[src/hw/rtl/kmte_pkg.sv]
package kmte_pkg;

  localparam int TIMER_BITS = 16;

  // configuration register indexes
  localparam logic CFG_TEXT_ENTRY_ALLOWED = 1'b0;
  localparam logic CFG_COMMIT_TIMEOUT     = 1'b1;

  localparam logic [15:0] COMMIT_TIMEOUT_RESET = 16'd1500;

  // key classes
  localparam logic [3:0] KEY_LAST_DIGIT = 4'd9;
  localparam logic [3:0] KEY_ERASE      = 4'd10;

  // result actions
  localparam logic [2:0] ACT_NONE        = 3'd0;
  localparam logic [2:0] ACT_SHOW        = 3'd1;
  localparam logic [2:0] ACT_COMMIT      = 3'd2;
  localparam logic [2:0] ACT_CANCEL      = 3'd3;
  localparam logic [2:0] ACT_COMMIT_SHOW = 3'd4;

  // characters each digit steps through, the digit itself last
  localparam logic [6:0] CYCLE_CHARS [0:9][0:4] = '{
    '{7'h20, 7'h30, 7'h00, 7'h00, 7'h00},
    '{7'h2e, 7'h2c, 7'h3f, 7'h21, 7'h31},
    '{7'h61, 7'h62, 7'h63, 7'h32, 7'h00},
    '{7'h64, 7'h65, 7'h66, 7'h33, 7'h00},
    '{7'h67, 7'h68, 7'h69, 7'h34, 7'h00},
    '{7'h6a, 7'h6b, 7'h6c, 7'h35, 7'h00},
    '{7'h6d, 7'h6e, 7'h6f, 7'h36, 7'h00},
    '{7'h70, 7'h71, 7'h72, 7'h73, 7'h37},
    '{7'h74, 7'h75, 7'h76, 7'h38, 7'h00},
    '{7'h77, 7'h78, 7'h79, 7'h7a, 7'h39}
  };

  localparam logic [2:0] CYCLE_LEN [0:9] = '{
    3'd2, 3'd5, 3'd4, 3'd4, 3'd4, 3'd4, 3'd4, 3'd5, 3'd4, 3'd5
  };

  typedef struct packed {
    logic       func;
    logic       is_press;
    logic [3:0] key_class;
    logic       auto_repeat;
  } kmte_item_t;

  typedef struct packed {
    logic       handled;
    logic [2:0] action;
    logic [6:0] shown_char;
  } kmte_result_t;

endpackage

[src/hw/rtl/kmte_item_if.sv]
interface kmte_item_if
  import kmte_pkg::*;
();
  logic       valid;
  logic       ready;
  kmte_item_t data;

  modport source (output valid, output data, input ready);
  modport sink (input valid, input data, output ready);
endinterface

[src/hw/rtl/kmte_result_if.sv]
interface kmte_result_if
  import kmte_pkg::*;
();
  logic         valid;
  logic         ready;
  kmte_result_t data;

  modport source (output valid, output data, input ready);
  modport sink (input valid, input data, output ready);
endinterface

[src/hw/rtl/keypad_multitap_text_entry.sv]
// Multi-tap text entry: key events and time ticks come in on item, one result per
// item goes out on result. An item is taken every cycle that item.ready is high, and its
// result goes to the result register, or to the skid register while the result register
// holds an untaken result; this two-entry output buffer lets the input keep running while a
// result waits, so item.ready drops only when both entries hold untaken results.
// Configuration writes take effect at once and there is no clearing pass after reset.
module keypad_multitap_text_entry
  import kmte_pkg::*;
(
  input  logic                clk,
  input  logic                rst,
  kmte_item_if.sink           item,
  kmte_result_if.source       result,
  input  logic                cfg_we,
  input  logic                cfg_index,
  input  logic [15:0]         cfg_data
);

  logic                  text_entry_allowed;
  logic [15:0]           commit_timeout;

  logic                  cycle_active, cycle_active_next;
  logic [3:0]            pending_key, pending_key_next;
  logic [2:0]            cycle_position, cycle_position_next;
  logic [TIMER_BITS-1:0] ticks_left, ticks_left_next;

  kmte_result_t          step_res;
  kmte_result_t          head, skid;
  logic                  head_valid, skid_valid;

  logic                  accept, pop, keypad, same_key;
  logic [2:0]            pos_inc;
  logic [2:0]            pos_new;

  assign item.ready   = !skid_valid;
  assign accept       = item.valid && item.ready;
  assign pop          = head_valid && result.ready;
  assign result.valid = head_valid;
  assign result.data  = head;

  always_ff @(posedge clk) begin
    if (rst) begin
      text_entry_allowed <= 1'b1;
      commit_timeout     <= COMMIT_TIMEOUT_RESET;
    end else if (cfg_we) begin
      unique case (cfg_index)
        CFG_TEXT_ENTRY_ALLOWED: text_entry_allowed <= cfg_data[0];
        CFG_COMMIT_TIMEOUT:     commit_timeout     <= cfg_data;
      endcase
    end
  end

  assign keypad   = item.data.key_class <= KEY_LAST_DIGIT;
  assign same_key = cycle_active && (pending_key == item.data.key_class);
  assign pos_inc  = cycle_position + 3'd1;

  always_comb begin
    cycle_active_next   = cycle_active;
    pending_key_next    = pending_key;
    cycle_position_next = cycle_position;
    ticks_left_next     = ticks_left;
    step_res            = '{handled: 1'b0, action: ACT_NONE, shown_char: 7'd0};
    pos_new             = 3'd0;
    if (item.data.func) begin
      if (cycle_active) begin
        if (ticks_left <= TIMER_BITS'(1)) begin
          cycle_active_next   = 1'b0;
          pending_key_next    = 4'd0;
          cycle_position_next = 3'd0;
          ticks_left_next     = '0;
          step_res.action     = ACT_COMMIT;
        end else begin
          ticks_left_next = ticks_left - TIMER_BITS'(1);
        end
      end
    end else if (item.data.is_press && item.data.auto_repeat && keypad) begin
      step_res.handled = 1'b1;
    end else if (!text_entry_allowed) begin
      step_res.handled = 1'b0;
    end else if (item.data.key_class == KEY_ERASE && cycle_active) begin
      step_res.handled = 1'b1;
      if (item.data.is_press) begin
        cycle_active_next   = 1'b0;
        pending_key_next    = 4'd0;
        cycle_position_next = 3'd0;
        ticks_left_next     = '0;
        step_res.action     = ACT_CANCEL;
      end
    end else if (!keypad) begin
      if (cycle_active && item.data.is_press) begin
        cycle_active_next   = 1'b0;
        pending_key_next    = 4'd0;
        cycle_position_next = 3'd0;
        ticks_left_next     = '0;
        step_res.action     = ACT_COMMIT;
      end
    end else if (!item.data.is_press) begin
      step_res.handled = 1'b1;
    end else begin
      step_res.handled = 1'b1;
      if (same_key) begin
        pos_new         = (pos_inc >= CYCLE_LEN[item.data.key_class]) ? 3'd0 : pos_inc;
        step_res.action = ACT_SHOW;
      end else begin
        pos_new         = 3'd0;
        step_res.action = cycle_active ? ACT_COMMIT_SHOW : ACT_SHOW;
      end
      cycle_active_next   = 1'b1;
      pending_key_next    = item.data.key_class;
      cycle_position_next = pos_new;
      ticks_left_next     = TIMER_BITS'(commit_timeout);
      step_res.shown_char = CYCLE_CHARS[item.data.key_class][pos_new];
    end
  end

  always_ff @(posedge clk) begin
    if (rst) begin
      cycle_active   <= 1'b0;
      pending_key    <= 4'd0;
      cycle_position <= 3'd0;
      ticks_left     <= '0;
    end else if (accept) begin
      cycle_active   <= cycle_active_next;
      pending_key    <= pending_key_next;
      cycle_position <= cycle_position_next;
      ticks_left     <= ticks_left_next;
    end
  end

  // two-entry output buffer, head is the oldest beat
  always_ff @(posedge clk) begin
    if (rst) begin
      head_valid <= 1'b0;
      skid_valid <= 1'b0;
    end else if (skid_valid) begin
      if (pop) begin
        skid_valid <= 1'b0;
      end
    end else if (accept) begin
      if (pop || !head_valid) begin
        head_valid <= 1'b1;
      end else begin
        skid_valid <= 1'b1;
      end
    end else if (pop) begin
      head_valid <= 1'b0;
    end
  end

  always_ff @(posedge clk) begin
    if (skid_valid) begin
      if (pop) begin
        head <= skid;
      end
    end else if (accept) begin
      if (pop || !head_valid) begin
        head <= step_res;
      end else begin
        skid <= step_res;
      end
    end
  end

endmodule

[src/flat_wrapper.sv]
// flat-port wrapper written by rule: the top's interface ports become plain ports
module keypad_multitap_text_entry_flat import kmte_pkg::*;
  (clk, rst, cfg_we, cfg_index, cfg_data, item_valid, item_data, item_ready, result_valid, result_data, result_ready);
  kmte_item_if item_i ();
  kmte_result_if result_i ();
  input  logic clk;
  input  logic rst;
  input  logic cfg_we;
  input  logic cfg_index;
  input  logic [15:0] cfg_data;
  input wire logic [$bits(item_i.valid)-1:0] item_valid;
  input wire logic [$bits(item_i.data)-1:0] item_data;
  output wire logic [$bits(item_i.ready)-1:0] item_ready;
  output wire logic [$bits(result_i.valid)-1:0] result_valid;
  output wire logic [$bits(result_i.data)-1:0] result_data;
  input wire logic [$bits(result_i.ready)-1:0] result_ready;
  assign item_i.valid = item_valid;
  assign item_i.data = item_data;
  assign item_ready = item_i.ready;
  assign result_valid = result_i.valid;
  assign result_data = result_i.data;
  assign result_i.ready = result_ready;
  keypad_multitap_text_entry u_core (.clk(clk), .rst(rst), .item(item_i), .result(result_i), .cfg_we(cfg_we), .cfg_index(cfg_index), .cfg_data(cfg_data));
endmodule
[config.mk]
export PLATFORM = sky130hd
export DESIGN_NAME = keypad_multitap_text_entry_flat
export DESIGN_NICKNAME = d
export VERILOG_FILES = /design/src/hw/rtl/kmte_pkg.sv /design/src/hw/rtl/kmte_item_if.sv /design/src/hw/rtl/kmte_result_if.sv /design/src/hw/rtl/keypad_multitap_text_entry.sv /design/src/flat_wrapper.sv
export SDC_FILE = /design/constraint.sdc
export NUM_CORES = 1
export LEC_CHECK = 0
export ABC_AREA = 1
export BUFFER_PORTS_ARGS = -buffer_cell sky130_fd_sc_hd__buf_4
export CAP_MARGIN = 20
export CELL_PAD_IN_SITES_DETAIL_PLACEMENT = 1
export CELL_PAD_IN_SITES_GLOBAL_PLACEMENT = 1
export CORE_MARGIN = 1
export CORE_UTILIZATION = 44
export DETAILED_ROUTE_END_ITERATION = 8
export PLACE_DENSITY_LB_ADDON = 0.08
export SLEW_MARGIN = 20
export SYNTH_ARGS = -nofsm -noshare
export SYNTH_HDL_FRONTEND = slang
export SYNTH_SLANG_ARGS = --single-unit
[constraint.sdc]
create_clock -name clk -period 3 [get_ports clk]
set_clock_uncertainty 0.15 [all_clocks]
set_input_delay 0.15 -clock clk [delete_from_list [all_inputs] [get_ports clk]]
set_output_delay 0.15 -clock clk [all_outputs]
set_load 0.02 [all_outputs]
==> metrics <==
vias in the first global route between 3,000 and 4,000; antenna violations before repair 0; CTS Hold Bufs 20; FF+latch count, synth between 60 and 70; vias per inst about 5.3; CTS Buffer Depth 2; largest net degree at the start of global routing 31; via count between 3,000 and 4,000; First-pass DRT Iterations 4; CTS tree yes; Synth async-reset ratio 0; Slew @ Worst Pin approximately 0.96 ns; Top Layer Used met4; status complete, no violations; Die W about 100 microns; Overflow after GRT 0; fin crit share 0.901; Syn Area/Cell 7.54 sq um; Crit Path Category reg -> reg; num ports 42; DRT met1 WL ~4700 microns; antenna-violating nets left 0; Max-cap violations 0; clock latency on the worst-skew pair approximately 0.35 ns; CP Data Required Time a little under 3 ns; Slew Viols, Final 0; pwr/cell area slightly below 500 nW/um^2; first-pass GRT wire length 18,800 microns; VDD IR-drop max 0.280 mV; Post-Syn Area approximately 4000 sq um; Placer Congestion a little under 0.9; clock-pin slew on the worst setup and hold paths about 0.080 ns; yosys warns 0; met3 routed wirelength 222 microns; detailed-route DRC error count 0; Final #Nets 630; Mapped Cells approximately 530; most common cell after layout, fill and taps aside nand2_1; fmax ~370 MHz; Sink Count 65; Total GRT Usage 0.248; Data arrival, critical path approximately 2.7 ns; Worst Slack Setup Final 0.296 ns; number of port buffers slightly above 40; Syn Nets 570; post-CTS sizing 0; WL final 11,200 microns; crit path launch type flip-flop; area delta synth->final 19.4%; RSZ-0062 raised after global routing false; Diodes inserted 0; predominant post-synthesis flop cell dfxtp_1; Place WS around 0.079 ns; Avg WL per Cell roughly 16 microns; DP HPWL approximately 8000 microns; Fin Hold WS around 0.050 ns; root buf cell clkbuf_8; Die Span Y just under 100 microns; setup_tns 0 ns; Num CTS Buffers 9; Initial Util 0.455; most frequent cells in the layout nand2_1 (115), nor2_1 (65), inv_1 (58); DRT iter0 DRCs 53; Setup crit end kind flip-flop; Post-CTS Setup Inserts 0; core footprint 8760 sq um; Final Hold Fails 0; Core Rows 34; Static Leak 2.18 nW; register area share after synthesis 0.381; Cell variety after synth 43; share of layout cells above drive strength 1 0.162; H-tree level count 3; Max Fanout on Critical Path 10; DIE AREA 9450 sq um; # setup viols final 0; metal2 WL 6100 microns; relative slew slack 0.357; Worst Hold Class in -> reg; Post-synth EDFFs 22; Tmin final 2.70 ns
==> routing by layer <==
layer  vias to the layer above  track usage
li1                       1858            -
met1                      1785        0.277
met2                        47        0.479
met3                        12       0.0410
met4                         0       0.0679
met5                         -            0
==> cell families (layout without fill, tap and decap cells) <==
| kind of cell | after synthesis | in the layout | share of synthesized area |
|---|---|---|---|
| and+or+nand+nor | 252 | 252 | 0.300 |
| AOI/OAI and AO/OA | 101 | 101 | 0.151 |
| buffers and inverters | 82 | 147 | 0.0909 |
| DFF | 65 | 65 | 0.381 |
| xor gates and xnor gates | 17 | 17 | 0.0392 |
| adders and majority gates | 12 | 12 | 0.0376 |
==> worst max-delay path, cell delays in order (launching register included) <==
cell	delay (ns)
dfxtp_1	0.41
ha_1	0.19
xor2_1	0.21
ha_1	0.28
nand2_1	0.07
inv_1	0.04
nand2_1	0.05
nand2_1	0.10
nor2_1	0.21
nand3_4	0.17
inv_1	0.19
nand3_1	0.10
nand2_1	0.07
nand2_1	0.08
nand3_1	0.09
nand2_1	0.07
==> flip-flops by register name (all words and copies together), names as in the netlist <==
register and flops:
u_core.ticks_left 16, u_core.skid_valid 1, u_core.text_entry_allowed 1, u_core.skid 11
u_core.result.valid 1, u_core.cycle_position 3, u_core.commit_timeout 16, u_core.result.data 11
u_core.cycle_active 1, u_core.pending_key 4
==> worst paths after layout <==
check / end / cells after the start / slack (ns) / startpoint
worst max register to register: u_core.result.data[2] / 15 / 0.30 / u_core.cycle_position[0]
worst max-delay path: u_core.result.data[2] / 15 / 0.30 / u_core.cycle_position[0]
worst min register to register: u_core.cycle_position[1] / 2 / 0.31 / u_core.cycle_position[1]
worst min-delay path: u_core.skid[10] / 3 / 0.05 / item_data[0]
==> through the flow <==
step                utilization  cell area, sq um  power (W)  instances
finish                    0.544              4760    0.00233        702
detailed placement        0.498              4360    0.00154        666
global route              0.544              4760    0.00246        702
CTS                       0.544              4760    0.00235        702
floorplan                     -              3990    0.00139        529
global placement          0.498              4360    0.00153        666
==> power breakdown <==
part	leakage [nW]	switching, W	internal, W
registers	0.572	0.0000360	0.000967
clock network	0.100	0.000391	0.000391
logic	1.51	0.000338	0.000208
==> cell usage after synthesis, drive strengths merged (13+ instances only) <==
master / number / share of area
a21oi: 33 / 0.048
buf: 15 / 0.028
dfxtp: 43 / 0.22
edfxtp: 22 / 0.17
inv: 60 / 0.056
nand2: 122 / 0.12
nand3: 36 / 0.056
nand4: 13 / 0.024
nor2: 69 / 0.073
o21a: 16 / 0.030
o21ai: 40 / 0.052
xor2: 13 / 0.029
==> cell type report <==
class | count | area [sq um]
fill | 1116 | 4000
multi-input combinational | 382 | 2110
sequential | 65 | 1520
timing repair buffer | 69 | 568
inverter | 62 | 233
tap | 108 | 135
clock buffer | 9 | 124
clock inverter | 7 | 77.6
(Power assumes the default switching activity.)
